**src/rtl/core/sensor_reply_frame_checker_unit_macros.svh**
```systemverilog
// ----------------------------------------------------------------------------
// Sensor reply frame checker - assertion macros
// Concurrent checks that refer to clk and arst_n of the module that uses them.
// ----------------------------------------------------------------------------
`ifndef SENSOR_REPLY_FRAME_CHECKER_UNIT_MACROS_SVH
`define SENSOR_REPLY_FRAME_CHECKER_UNIT_MACROS_SVH

`ifndef SYNTHESIS
// same-cycle implication
`define SRFC_ASSERT_NOW(label, ante, cons) \
	label: assert property (@(posedge clk) disable iff (!arst_n) (ante) |-> (cons)) \
		else $error("srfc check failed");
// next-cycle implication
`define SRFC_ASSERT_NEXT(label, ante, cons) \
	label: assert property (@(posedge clk) disable iff (!arst_n) (ante) |=> (cons)) \
		else $error("srfc check failed");
`else
`define SRFC_ASSERT_NOW(label, ante, cons)
`define SRFC_ASSERT_NEXT(label, ante, cons)
`endif

`endif

```
**src/rtl/core/srfc_pkg.sv**
```systemverilog
// ----------------------------------------------------------------------------
// srfc_pkg
// Types, constants and the crc-8 byte update of the sensor reply frame checker.
// ----------------------------------------------------------------------------
package srfc_pkg;

	localparam logic [7:0]  CRC_POLY   = 8'h31;
	localparam logic [7:0]  CRC_INIT   = 8'hFF;
	localparam logic [31:0] FAIL_VALUE = 32'hFFFF_FFFF;
	localparam logic [31:0] TVOC_MASK  = 32'h00FF_FFFF;
	localparam logic [31:0] RES_SCALE  = 32'd100;
	localparam logic [2:0]  DATA_BYTES = 3'd4;

	localparam logic [1:0] KIND_VERSION = 2'd0;
	localparam logic [1:0] KIND_GAS     = 2'd1;
	localparam logic [1:0] KIND_TVOC    = 2'd2;

	typedef enum logic [1:0] {
		ST_OK       = 2'd0,
		ST_CRC_BAD  = 2'd1,
		ST_BUS_FAIL = 2'd2
	} status_t;

	typedef struct packed {
		logic       bus_failed;
		logic [1:0] read_kind;
		logic [7:0] rx_byte;
	} item_t;

	typedef struct packed {
		status_t     status;
		logic [31:0] reading;
	} result_t;

	// core to output register
	typedef struct packed {
		logic    load;
		result_t result;
	} core_out_t;

	// msb-first crc-8, one byte
	function automatic logic [7:0] crc8_byte(input logic [7:0] crc, input logic [7:0] b);
		logic [7:0] c;
		c = crc ^ b;
		for (int i = 0; i < 8; i++) begin
			if (c[7]) begin
				c = {c[6:0], 1'b0} ^ CRC_POLY;
			end else begin
				c = {c[6:0], 1'b0};
			end
		end
		return c;
	endfunction

endpackage

```
**src/rtl/core/srfc_in_stage.sv**
```systemverilog
// ----------------------------------------------------------------------------
// srfc_in_stage
// Input register: holds one accepted byte until the frame core takes it.
// ----------------------------------------------------------------------------
module srfc_in_stage (
	input  logic            clk,
	input  logic            arst_n,
	input  logic            in_valid,
	output logic            in_ready,
	input  srfc_pkg::item_t in_item,
	input  logic            take,
	output logic            valid_s1,
	output srfc_pkg::item_t item_s1
);

	logic load;

	assign in_ready = !valid_s1 || take;
	assign load     = in_valid && in_ready;

	always_ff @(posedge clk or negedge arst_n) begin
		if (!arst_n) begin
			valid_s1 <= 1'b0;
		end else if (load) begin
			valid_s1 <= 1'b1;
		end else if (take) begin
			valid_s1 <= 1'b0;
		end
	end

	always_ff @(posedge clk) begin
		if (load) begin
			item_s1 <= in_item;
		end
	end

endmodule

```
**src/rtl/core/srfc_frame_core.sv**
```systemverilog
// ----------------------------------------------------------------------------
// srfc_frame_core
// Frame state, crc update, checksum compare and reading post-processing.
// ----------------------------------------------------------------------------
`include "sensor_reply_frame_checker_unit_macros.svh"

module srfc_frame_core (
	input  logic                clk,
	input  logic                arst_n,
	input  logic                valid_s1,
	input  srfc_pkg::item_t     item_s1,
	input  logic                out_free,
	output logic                take,
	output srfc_pkg::core_out_t core_out
);

	logic [2:0]  byte_pos_q;
	logic [7:0]  crc_q;
	logic [31:0] shift_q;
	logic        is_data;
	logic        has_result;
	logic [31:0] value;

	assign is_data    = !item_s1.bus_failed && (byte_pos_q < srfc_pkg::DATA_BYTES);
	assign has_result = !is_data;
	assign take       = valid_s1 && (is_data || out_free);

	always_comb begin
		case (item_s1.read_kind)
			srfc_pkg::KIND_GAS:  value = 32'(shift_q * srfc_pkg::RES_SCALE);
			srfc_pkg::KIND_TVOC: value = shift_q & srfc_pkg::TVOC_MASK;
			default:             value = shift_q;
		endcase

		core_out.load = take && has_result;
		if (item_s1.bus_failed) begin
			core_out.result.status  = srfc_pkg::ST_BUS_FAIL;
			core_out.result.reading = srfc_pkg::FAIL_VALUE;
		end else if (crc_q != item_s1.rx_byte) begin
			core_out.result.status  = srfc_pkg::ST_CRC_BAD;
			core_out.result.reading = srfc_pkg::FAIL_VALUE;
		end else begin
			core_out.result.status  = srfc_pkg::ST_OK;
			core_out.result.reading = value;
		end
	end

	always_ff @(posedge clk or negedge arst_n) begin
		if (!arst_n) begin
			byte_pos_q <= 3'd0;
			crc_q      <= srfc_pkg::CRC_INIT;
			shift_q    <= 32'd0;
		end else if (take) begin
			if (is_data) begin
				byte_pos_q <= byte_pos_q + 3'd1;
				crc_q      <= srfc_pkg::crc8_byte(crc_q, item_s1.rx_byte);
				shift_q    <= {shift_q[23:0], item_s1.rx_byte};
			end else begin
				// any result ends the frame
				byte_pos_q <= 3'd0;
				crc_q      <= srfc_pkg::CRC_INIT;
				shift_q    <= 32'd0;
			end
		end
	end

	`SRFC_ASSERT_NOW(a_pos_range, 1'b1, byte_pos_q <= srfc_pkg::DATA_BYTES)
	`SRFC_ASSERT_NEXT(a_restart, take && has_result, byte_pos_q == 3'd0 && crc_q == srfc_pkg::CRC_INIT)
	`SRFC_ASSERT_NEXT(a_data_advance, take && is_data, byte_pos_q != 3'd0 && byte_pos_q == $past(byte_pos_q) + 3'd1)
	`SRFC_ASSERT_NOW(a_fail_sentinel, core_out.load && core_out.result.status != srfc_pkg::ST_OK, core_out.result.reading == srfc_pkg::FAIL_VALUE)

endmodule

```
**src/rtl/core/srfc_out_stage.sv**
```systemverilog
// ----------------------------------------------------------------------------
// srfc_out_stage
// Result register: holds one result until the downstream side takes it.
// ----------------------------------------------------------------------------
module srfc_out_stage (
	input  logic                clk,
	input  logic                arst_n,
	input  srfc_pkg::core_out_t core_out,
	output logic                out_free,
	output logic                out_valid,
	input  logic                out_ready,
	output srfc_pkg::result_t   out_result
);

	logic              valid_q;
	srfc_pkg::result_t result_q;

	assign out_free   = !valid_q || out_ready;
	assign out_valid  = valid_q;
	assign out_result = result_q;

	always_ff @(posedge clk or negedge arst_n) begin
		if (!arst_n) begin
			valid_q <= 1'b0;
		end else if (core_out.load) begin
			valid_q <= 1'b1;
		end else if (out_ready) begin
			valid_q <= 1'b0;
		end
	end

	always_ff @(posedge clk) begin
		if (core_out.load) begin
			result_q <= core_out.result;
		end
	end

endmodule

```
**src/rtl/core/sensor_reply_frame_checker_unit.sv**
```systemverilog
// ----------------------------------------------------------------------------
// sensor_reply_frame_checker_unit
// Checks 5-byte sensor replies (four data bytes msb first, then crc-8) and
// emits one processed reading or failure status per frame.
//
//   channel   dir   tdata                 tuser
//   s_axis    in    [7:0] rx_byte         [1:0] read_kind, [2] bus_failed
//   m_axis    out   [31:0] reading        [1:0] status
//
// one byte is accepted per cycle unless the input register is stalled; a byte
// waits in the input register until the frame core takes it, and its result
// then goes to the result register, so each result passes both registers.
// the frame core updates the crc and the shift value once per data byte.
// reset clears the frame state to position zero, crc 0xff, empty value.
// a held result stalls input only once a checksum or bus-failure byte waits in
// the input register; data bytes keep moving.
// ----------------------------------------------------------------------------
`include "sensor_reply_frame_checker_unit_macros.svh"

module sensor_reply_frame_checker_unit (
	input  logic        clk,
	input  logic        arst_n,
	input  logic        s_axis_tvalid,
	output logic        s_axis_tready,
	input  logic [7:0]  s_axis_tdata,   // [7:0] rx_byte
	input  logic [2:0]  s_axis_tuser,   // [1:0] read_kind, [2] bus_failed
	output logic        m_axis_tvalid,
	input  logic        m_axis_tready,
	output logic [31:0] m_axis_tdata,   // [31:0] reading
	output logic [1:0]  m_axis_tuser    // [1:0] status
);

	srfc_pkg::item_t     in_item;
	srfc_pkg::item_t     item_s1;
	srfc_pkg::core_out_t core_out;
	srfc_pkg::result_t   out_result;
	logic                valid_s1;
	logic                take;
	logic                out_free;

	assign in_item.rx_byte    = s_axis_tdata;
	assign in_item.read_kind  = s_axis_tuser[1:0];
	assign in_item.bus_failed = s_axis_tuser[2];

	srfc_in_stage u_in_stage (
		.clk      (clk),
		.arst_n   (arst_n),
		.in_valid (s_axis_tvalid),
		.in_ready (s_axis_tready),
		.in_item  (in_item),
		.take     (take),
		.valid_s1 (valid_s1),
		.item_s1  (item_s1)
	);

	srfc_frame_core u_frame_core (
		.clk      (clk),
		.arst_n   (arst_n),
		.valid_s1 (valid_s1),
		.item_s1  (item_s1),
		.out_free (out_free),
		.take     (take),
		.core_out (core_out)
	);

	srfc_out_stage u_out_stage (
		.clk        (clk),
		.arst_n     (arst_n),
		.core_out   (core_out),
		.out_free   (out_free),
		.out_valid  (m_axis_tvalid),
		.out_ready  (m_axis_tready),
		.out_result (out_result)
	);

	assign m_axis_tdata = out_result.reading;
	assign m_axis_tuser = out_result.status;

	// a waiting result is never overwritten
	`SRFC_ASSERT_NOW(a_no_overwrite, m_axis_tvalid && !m_axis_tready, !core_out.load)
	// an occupied input register that cannot move blocks new transfers
	`SRFC_ASSERT_NOW(a_in_block, valid_s1 && !take, !s_axis_tready)

endmodule

```
**config.mk**
```make
export PLATFORM = sky130hd
export DESIGN_NAME = sensor_reply_frame_checker_unit
export DESIGN_NICKNAME = d
export VERILOG_FILES = /design/src/rtl/core/srfc_pkg.sv /design/src/rtl/core/srfc_in_stage.sv /design/src/rtl/core/srfc_frame_core.sv /design/src/rtl/core/srfc_out_stage.sv /design/src/rtl/core/sensor_reply_frame_checker_unit.sv
export VERILOG_INCLUDE_DIRS = /design/src /design/src/rtl/core
export SDC_FILE = /design/constraint.sdc
export NUM_CORES = 1
export LEC_CHECK = 0
export BUFFER_PORTS_ARGS = -buffer_cell sky130_fd_sc_hd__buf_2
export CORE_ASPECT_RATIO = 0.9
export CORE_UTILIZATION = 66
export CTS_CLUSTER_SIZE = 40
export DETAILED_ROUTE_END_ITERATION = 7
export HOLD_SLACK_MARGIN = 0.08
export PLACE_DENSITY = 0.94
export SYNTH_ARGS = -nofsm -noshare
export SYNTH_HDL_FRONTEND = slang
export SYNTH_SLANG_ARGS = --single-unit
```
**constraint.sdc**
```tcl
create_clock -name clk -period 5.1 [get_ports clk]
set_input_delay 0.255 -clock clk [delete_from_list [all_inputs] [get_ports clk]]
set_output_delay 0.255 -clock clk [all_outputs]
set_load 0.05 [all_outputs]
```
# Yosys cells after proc, flatten, opt, wreduce, memory -nomap -nowiden
# Index checks and enable logic that the tools add are counted.
word_totals:
  out_inout_bits: 36
  n_memories: 0
  ram_bits: 0
  latchBits: 0
  rom_bits: 0
  in_bits: 15
  register_bits: 90
op_classes:
  n_eq_ne: 3
  reduce_logical: 14
  add_sub_neg: 1
  shift: 0
  n_bitwise: 9
  order_cmp: 1
  n_mux: 31
  n_div: 0
  mul: 1
ops:
  columns: ["operator", "n"]
  rows:
  - ["$mux 8", 15]
  - ["$pmux 32 s2", 1]
  - ["$mux 6", 8]
  - ["$mux 33", 1]
  - ["$mul 32x5->30 const B", 1]
  - ["$mux 32", 1]
  - ["$not 3->3", 8]
  - ["$ne 8x8->1", 1]
  - ["$xor 8x8->8", 1]
  - ["$logic_and 1x1->1", 4]
  - ["$logic_not 1->1", 4]
  - ["$mux 1", 4]
  - ["$reduce_bool 2->1", 2]
  - ["$add 3x1->3 const B", 1]
  - ["$logic_or 1x1->1", 3]
  - ["$lt 3x3->1 const B", 1]
  - ["$mux 3", 1]
  - ["$eq 2x1->1 const B", 1]
  - ["$eq 2x2->1 const B", 1]
  - ["$reduce_or 2->1", 1]

# Logic depth before layout (Yosys ltp)
# Gate-level depths: netlist (run 1).
depth:
  ltp_word: 32
  mapped_depth: 14
  depth_no_buf: 12

# Modules after synthesis
# A second synthesis (run 1) with hierarchy kept.
hier_totals:
  hier_cells: 652
  area_unflattened_um2: 6501.2
modules_own_cells:
  columns: ["mod", "area_each_um2", "cells_each", "instances"]
  rows:
  - ["srfc_frame_core", 5048.6, 600, 1]
  - ["srfc_out_stage", 1068.5, 37, 1]
  - ["srfc_in_stage", 384.1, 15, 1]

# Worst setup path before layout (run 1)
# No wires, ideal clock.
synth_path:
  path_type: "register to register"
  start: "register u_frame_core.shift_q[6]"
  end: "register u_out_stage.result_q (netlist bit u_out_stage.out_result[22]) (data pin)"
  t_required_ns: 4.834
  path_stages_with_launch: 13
  arrival_time_ns: 3.119
  setup_time_ns: 0.266
  slack_ns: 1.716
  path_buffers: 0
  cell_sequence: "dfrtp_1 -> ha_1 -> ha_1 -> inv_1 -> fa_1 -> inv_1 -> ha_1 -> and3_1 -> a221oi_2 -> o311ai_1 -> a31oi_1 -> xor2_1 -> o21ai_1"
synth_between:
  elab_chain_cells: 2
synth_rtl:
  columns: ["element", "line", "text"]
  rows:
  - ["from (decl)", "srfc_frame_core.sv:19", "logic [31:0] shift_q;"]
  - ["from (signal assigned)", "srfc_frame_core.sv:57", "shift_q <= {shift_q[23:0], item_s1.rx_byte};"]
  - ["$mul 32x5->30", "srfc_frame_core.sv:30", "srfc_pkg::KIND_GAS: value = 32'(shift_q * srfc_pkg::RES_SCALE);"]
  - ["$pmux 32 s2", "srfc_frame_core.sv:29", "case (item_s1.read_kind)"]
  - ["to (signal assigned)", "srfc_out_stage.sv:34", "result_q <= core_out.result;"]
  - ["to (decl)", "srfc_out_stage.sv:16", "srfc_pkg::result_t result_q;"]
# No other way between the ends.
# A chain may end at the register's enable or synchronous reset.

# Worst setup path in the final report (run 1)
layout_path:
  start: "register u_frame_core.shift_q[6]"
  end: "register u_out_stage.result_q (netlist bit u_out_stage.out_result[31]) (data pin)"
# The elaborated chain is that of the path after synthesis.

==> impl_results.md, run 1 <==
* Final Net Count at 839
* Height of the die at 97.2 µm
* Top flip-flop cell by instance count after synthesis: sky130_fd_sc_hd__edfxtp_1
* Clock Skew at 17.0 ps
* Estimated wirelength of the detail-placed design at 11.9 mm
* Proportion of register bits with asynchronous set or reset after synthesis at 50.0%
* Syn. warnings at 0
* Share of total power consumed by net switching at 39.8%
* Launch instance of the worst min-delay path: m_axis_tready
* Clock group share of total power at 20.0%
* Post-synthesis cell type count at 58
* Normalized max-slew margin at 19.0%
* Cell internal pwr at 1.40 mW
* Die Wd at 108 µm
* End point of the most critical hold path: u_out_stage.out_valid
* EDFF count, synth at 45
* Final design instance area without fill at 7280 µm²
* Total nets after synthesis at 790
* Synth cell count leaders: sky130_fd_sc_hd__inv_1 (115), sky130_fd_sc_hd__ha_1 (80), sky130_fd_sc_hd__a21oi_1 (49), sky130_fd_sc_hd__edfxtp_1 (45), sky130_fd_sc_hd__nand2_1 (41)
* Fraction of final layout cells sized beyond drive strength 1 at 12.3%
* Startpoint types: flop
* Post-route ant nets at 0
* Sequential Power Share at 39.4%
* Cell chain of the critical path: ha_1 -> ha_1 -> inv_1 -> fa_1 -> inv_1 -> ha_1 -> o211ai_1 -> nor3_2 -> o211ai_1 -> a2111o_1 -> a31oi_1 -> o31ai_2
* Outcome: completed
* Area share of the largest cell type after synthesis at 20.3%
* Antenna diodes at 0
* Layout fillers at 614
* Detailed router's first-iteration violation count at 530
* Register area share after synthesis at 37.4%
* Top post-synthesis cells by area: sky130_fd_sc_hd__edfxtp_1 (20%), sky130_fd_sc_hd__ha_1 (15%), sky130_fd_sc_hd__dfrtp_1 (14%), sky130_fd_sc_hd__fa_1 (7.2%), sky130_fd_sc_hd__inv_1 (6.5%)
* Largest delay share family, worst path: adder cells
* Vias after detailed routing at 5375
* Max FO, Critical Path at 6
* Cell Area, Synth at 6650 µm²
* Number of failing setup endpoints in the final timing report at 0
* Max-slew violation count at 0
* Root buffer cell: sky130_fd_sc_hd__clkbuf_8
* Maximum number of pins on one net before global-route repair at 46
* Endpoint arrival time on the critical path at 3940 ps
* Total Negative Setup Slacks at 0 ps
* Critical register-to-register path endpoint: u_out_stage.out_result[31]
* Initial antenna violation count at 0
* Least-Margin Pin Slew at 1210 ps
* Post-CTS resize count at 0
* Sinks on Clock Net at 90
* Top cell type by total area after synthesis: sky130_fd_sc_hd__edfxtp_1
* Remaining routing DRC violations at 0
* Clock buffer count from CTS at 9
* Min Clock Period, post-route at 3840 ps
* Number of instances in the synthesized netlist at 671
* Worst Reg-to-Reg Cells at 12
* Synthesis-to-layout area growth at 9.43%
* Kind of capture point of the worst setup path: flop
* Detail-routed via count per cell at 6.32
* Total GRT Usage at 33.3%
* Top Ports at 51
* H-tree depth reported by CTS at 3
* Max Clk Rate at 0.260 GHz
* CP max stage delay at 510 ps
* Most used standard cell by instance count after synthesis: sky130_fd_sc_hd__inv_1
* Final global-route overflow total at 0
* Number of maximum-capacitance violations at 0
* Number of post-CTS setup repair buffers at 0
* Per-cell routed wire length at 19.2 µm
* Cell with the largest stage delay on the worst path: sky130_fd_sc_hd__dfrtp_1
* Power spent charging and discharging nets at 0.929 mW
* Cts-stage hold buffer count at 13
* Wire length of the first global-routing pass at 26.5 mm
* Total power density per cell area at 321 nW/µm²
* Area taken by multi-input logic gates at 3620 µm²
* Clock latency on the worst-skew pair at 370 ps
* Worst hold-check path type: input port to flop
* Worst setup path startpoint: u_frame_core.shift_q[6]
* IR Drop Worst-Case VDD at 0.000331 V
* Die footprint at 10500 µm²
* Logic pwr share at 40.6%
* TritonCTS clock tree: yes
* Setup slack of the worst register-to-register path at 1260 ps
* CTS max path bufs at 2
* Most common cell type on the critical path: sky130_fd_sc_hd__ha_1
* CORE AREA at 9740 µm²
* Area of placed instances at 6970 µm²
* Placer's final routability congestion estimate at 0.976
* Reg area at 2490 µm²
* Crit path kind: flop to flop
* TritonRoute pass-1 iters at 6
* Worst hold stages at 3
* Number of buffer and inverter instances along the worst setup path at 2
* Unrepaired setup endpoints after global routing: no
* Ratio of final minimum period to clock period at 75.4%
* Clock transition time at the flip-flop clock pins of the worst setup and hold paths at 100 ps
* Number of global-route vias before repair at 5290
* Final routed wirelength across all metal layers at 16.3 mm
* Leakage component of the power at 3.34 nW
* Register bit count reported by yosys at 90
* Starting Density at 68.3%
* Number of endpoints with negative hold slack in the final report at 0
* Average footprint of a synthesized cell at 9.91 µm²
* Origin of the critical flop-to-flop path: u_frame_core.shift_q[6]
* Count of buffers from port buffering at 50
* Placement Rows at 34
* WP data required at 5200 ps
power groups by stage:
stage / registers [mW] / logic (mW) / clock network (mW)
finish: 0.920 / 0.946 / 0.466
global route: 0.926 / 1.04 / 0.498
CTS: 0.916 / 0.933 / 0.471
detailed placement: 0.931 / 0.902 / 0
global placement: 0.925 / 0.856 / 0
floorplan: 0.920 / 0.710 / 0
worst reg2reg max path, stage by stage (launching register included):
cell and delay (ps):
sky130_fd_sc_hd__dfrtp_1 510, sky130_fd_sc_hd__ha_1 380, sky130_fd_sc_hd__ha_1 290, sky130_fd_sc_hd__inv_1 60
sky130_fd_sc_hd__fa_1 490, sky130_fd_sc_hd__inv_1 40, sky130_fd_sc_hd__ha_1 370, sky130_fd_sc_hd__o211ai_1 160
sky130_fd_sc_hd__nor3_2 250, sky130_fd_sc_hd__o211ai_1 230, sky130_fd_sc_hd__a2111o_1 500, sky130_fd_sc_hd__a31oi_1 220
sky130_fd_sc_hd__o31ai_2 80
placed cells by master, fill, tap and decap left out, drive strengths merged, types with 9 or more instances in the layout:
cell type and instances:
a21o 18, a21oi 49, a221o 9, a22o 12, buf 53, clkbuf 10, dfrtp 37, dlygate4sd3 13
edfxtp 45, fa 24, ha 80, inv 118, nand2 41, nor2 19, nor3 9, o21ai 45
xnor2 30, xor2 12
cell families after synthesis:
logic type	Yosys count	synth area share (%)
buf+inv	143	8.26
compound gates	178	17.9
fa+ha+maj	104	22.3
simple gates	112	8.26
mux	2	0.339
xor+xnor	42	5.53
flops	90	37.4
per-layer routing:
metal	part of all wire, %	up-vias	GRT usage (%)
met5	0	-	0
met4	2.0	0	11.8
met3	11	40	7.98
met2	47	328	51.0
met1	41	2593	46.2
li1	-	2414	-
sequential cells by signal, summed over array words and instances (netlist names):
| register | cells |
|---|---|
| u_frame_core.crc_q | 8 |
| u_in_stage.item_s1 | 11 |
| u_out_stage.out_valid | 1 |
| u_frame_core.byte_pos_q | 3 |
| u_in_stage.valid_s1 | 1 |
| u_out_stage.out_result | 34 |
| u_frame_core.shift_q | 32 |
how the worst max path moves through the flow:
stage,endpoint,slack (ps),depth (start not counted)
2_1_floorplan,u_out_stage.out_result[22],1720,12
3_3_place_gp,u_out_stage.out_result[22],1410,12
3_5_place_dp,u_out_stage.out_result[26],1300,12
4_1_cts,u_out_stage.out_result[26],1290,12
5_1_grt,u_out_stage.out_result[22],1100,12
6_report,u_out_stage.out_result[31],1260,12
final cells by class:
cell class | instances | area share [%]
Multi-Input combinational cell | 438 | 49.8
Sequential cell | 90 | 34.2
Inverter | 115 | 5.93
Timing Repair Buffer | 66 | 5.54
Tap cell | 126 | 2.17
Clock buffer | 10 | 1.75
Clock inverter | 6 | 0.671
per-stage QoR:
stage	hold WS (ps)	util [%]	total power, mW	worst slack [ps]	instances
2_1_floorplan	-40.6	-	1.63	1720	671
3_3_place_gp	432	71.6	1.78	1410	822
3_5_place_dp	433	71.6	1.83	1300	822
4_1_cts	226	74.7	2.32	1290	851
5_1_grt	263	74.7	2.46	1100	851
6_report	247	74.7	2.33	1260	851
Power figures use the tool's default switching activity.
==> run 2: changes to the inputs <==
--- a/config.mk
+++ b/config.mk
@@ -8,11 +8,11 @@
 export LEC_CHECK = 0
 export BUFFER_PORTS_ARGS = -buffer_cell sky130_fd_sc_hd__buf_2
 export CORE_ASPECT_RATIO = 0.9
-export CORE_UTILIZATION = 66
+export CORE_UTILIZATION = 56
 export CTS_CLUSTER_SIZE = 40
 export DETAILED_ROUTE_END_ITERATION = 7
 export HOLD_SLACK_MARGIN = 0.08
-export PLACE_DENSITY = 0.94
+export PLACE_DENSITY = 0.86
 export SYNTH_ARGS = -nofsm -noshare
 export SYNTH_HDL_FRONTEND = slang
 export SYNTH_SLANG_ARGS = --single-unit
==> constraint.sdc (replaced) <==
create_clock -name clk -period 3.1 [get_ports clk]
set_input_delay 0.155 -clock clk [delete_from_list [all_inputs] [get_ports clk]]
set_output_delay 0.155 -clock clk [all_outputs]
set_load 0.05 [all_outputs]
==> impl_results.md, run 2 (same netlist as run 1, synthesis figures left out) <==
* Least-Margin Pin Slew at 1010 ps (was 1210 ps)
* TritonRoute pass-1 iters at 7 (was 6)
* Power spent charging and discharging nets at 2.12 mW (was 0.929 mW)
* Sinks on Clock Net at 90 (unchanged)
* Starting Density at 57.9% (was 68.3%)
* Number of failing setup endpoints in the final timing report at 21 (was 0)
* Number of maximum-capacitance violations at 0 (unchanged)
* Count of buffers from port buffering at 50 (unchanged)
* Sequential Power Share at 28.2% (was 39.4%)
* Root buffer cell: sky130_fd_sc_hd__clkbuf_16 (was sky130_fd_sc_hd__clkbuf_8)
* Clock buffer count from CTS at 9 (unchanged)
* Violated checks: setup timing
* Total power density per cell area at 579 nW/µm² (was 321 nW/µm²)
* Number of global-route vias before repair at 6349 (was 5290)
* Commonest non-fill, non-tap cells in the layout: sky130_fd_sc_hd__buf_4 (119), sky130_fd_sc_hd__inv_1 (104), sky130_fd_sc_hd__buf_2 (50) (was sky130_fd_sc_hd__inv_1 (115), sky130_fd_sc_hd__ha_1 (80), sky130_fd_sc_hd__buf_2 (50))
* Die footprint at 12300 µm² (was 10500 µm²)
* Maximum number of pins on one net before global-route repair at 46 (unchanged)
* Min Clock Period, post-route at 3960 ps (was 3840 ps)
* Per-cell routed wire length at 24.6 µm (was 19.2 µm)
* TritonCTS clock tree: yes (unchanged)
* Synthesis-to-layout area growth at 39.1% (was 9.43%)
* Logic pwr share at 49.3% (was 40.6%)
* Final global-route overflow total at 0 (unchanged)
* Max-slew violation count at 0 (unchanged)
* Leakage component of the power at 4.08 nW (was 3.34 nW)
* Crit path kind: flop to flop (unchanged)
* Initial antenna violation count at 2 (was 0)
* Number of endpoints with negative hold slack in the final report at 0 (unchanged)
* Final design instance area without fill at 9250 µm² (was 7280 µm²)
* Clock group share of total power at 22.5% (was 20.0%)
* Die Wd at 117 µm (was 108 µm)
* Max FO, Critical Path at 4 (was 6)
* Vias after detailed routing at 6467 (was 5375)
* Startpoint types: flop (unchanged)
* Detail-routed via count per cell at 6.43 (was 6.32)
* Wire length of the first global-routing pass at 33.7 mm (was 26.5 mm)
* Area of placed instances at 7920 µm² (was 6970 µm²)
* Detailed router's first-iteration violation count at 825 (was 530)
* Normalized max-slew margin at 32.4% (was 19.0%)
* Least setup slack across all paths after layout at -858 ps (was 1260 ps)
* Share of total power consumed by net switching at 39.5% (was 39.8%)
* Max reg flops at 34 (unchanged)
* Total GRT Usage at 37.0% (was 33.3%)
* Final routed wirelength across all metal layers at 24.8 mm (was 16.3 mm)
* Remaining routing DRC violations at 0 (unchanged)
* Commonest non-fill, non-tap cell in the layout: sky130_fd_sc_hd__buf_4 (was sky130_fd_sc_hd__inv_1)
* Kind of capture point of the worst setup path: flop (unchanged)
* Clock transition time at the flip-flop clock pins of the worst setup and hold paths at 80 ps (was 100 ps)
* Cell internal pwr at 3.24 mW (was 1.40 mW)
* Outcome: finished with violations (was completed)
* IR Drop Worst-Case VDD at 0.000523 V (was 0.000331 V)
* Total Negative Setup Slacks at -10600 ps (was 0 ps)
* Top Ports at 51 (unchanged)
* CTS max path bufs at 2 (unchanged)
* Worst hold-check path type: input port to flop (unchanged)
* Fraction of final layout cells sized beyond drive strength 1 at 37.9% (was 12.3%)
* WP data required at 3310 ps (was 5200 ps)
* Height of the die at 105 µm (was 97.2 µm)
* Placer's final routability congestion estimate at 0.916 (was 0.976)
* Estimated wirelength of the detail-placed design at 13.9 mm (was 11.9 mm)
* Placement Rows at 37 (was 34)
* Unrepaired setup endpoints after global routing: yes (was no)
* Clock Skew at 13.5 ps (was 17.0 ps)
* CORE AREA at 11500 µm² (was 9740 µm²)
* Ratio of final minimum period to clock period at 128% (was 75.4%)
* H-tree depth reported by CTS at 3 (unchanged)
* Max Clk Rate at 0.253 GHz (was 0.260 GHz)
* Endpoint arrival time on the critical path at 4170 ps (was 3940 ps)
* Final Net Count at 963 (was 839)
* Clock latency on the worst-skew pair at 370 ps (about the same)
* Post-route ant nets at 0 (unchanged)
-- run 2: cell count changes in the layout (fill, tap and decap cells not counted), moves of 11 or more --
| cell | delta |
|---|---|
| sky130_fd_sc_hd__buf_4 | +116 |
| sky130_fd_sc_hd__ha_1 | -35 |
| sky130_fd_sc_hd__ha_4 | +32 |
| sky130_fd_sc_hd__inv_1 | -11 |
| sky130_fd_sc_hd__inv_2 | +11 |
-- run 2: per-layer routing --
metal	GRT usage, %	wire (µm)
met1	48.1	8780
met2	56.6	11100
met3	9.89	3020
met4	19.2	1940
met5	0	0
-- run 2: critical path, stage by stage, from the launching register on --
cell	delay, ps
sky130_fd_sc_hd__dfrtp_1	430
sky130_fd_sc_hd__ha_1	340
sky130_fd_sc_hd__ha_1	360
sky130_fd_sc_hd__inv_1	220
sky130_fd_sc_hd__fa_1	560
sky130_fd_sc_hd__inv_1	80
sky130_fd_sc_hd__ha_4	280
sky130_fd_sc_hd__and4_4	250
sky130_fd_sc_hd__and3_1	160
sky130_fd_sc_hd__o211ai_1	200
sky130_fd_sc_hd__a311oi_2	360
sky130_fd_sc_hd__mux2_2	380
sky130_fd_sc_hd__o21ai_1	180
-- run 2: layout make-up --
type	count	area, µm²
multi-input combinational	438	4440
sequential	90	2500
fill	618	2230
timing repair buffer	190	1360
inverter	115	432
clock buffer	9	225
tap	156	195
clock inverter	7	98.8
antenna	1	2.50
-- run 2: timing repair --
item                       CTS  global route
hold endpoints to repair    49             0
hold buffers                13             0
setup endpoints to repair   20            21
buffers inserted            20             9
gates resized for setup     54            68
pin swaps                   42            53
-- run 2: final timing paths --
path / start / endpoint / slack (ps) / cells after the start
setup / recovery: u_frame_core.shift_q[12] / u_out_stage.out_result[25] / -860 / 12
hold / removal: m_axis_tready / u_out_stage.out_valid / 150 / 3
setup reg to reg: u_frame_core.shift_q[12] / u_out_stage.out_result[25] / -860 / 12
hold reg to reg: u_frame_core.crc_q[4] / u_frame_core.crc_q[4] / 520 / 2
max in group asynchronous: arst_n / u_frame_core.shift_q[6] / 1900 / 2
min in group asynchronous: arst_n / u_frame_core.shift_q[3] / 510 / 2
-- run 2: metrics by stage --
step	utilization, %	instances	total power, mW	setup WS, ps	hold WS (ps)
floorplan	-	671	2.80	-170	-141
global placement	69.0	951	3.34	-393	331
detailed placement	69.0	951	3.43	-428	333
CTS	76.6	997	4.87	-446	154
global route	80.5	1005	5.51	-802	187
finish	80.6	1006	5.36	-858	154
-- run 2: power groups by stage --
stage | logic [mW] | registers [mW] | clock network [mW]
detailed placement | 1.93 | 1.51 | 0
global route | 2.76 | 1.51 | 1.24
global placement | 1.84 | 1.50 | 0
CTS | 2.20 | 1.48 | 1.19
finish | 2.64 | 1.51 | 1.21
floorplan | 1.29 | 1.51 | 0
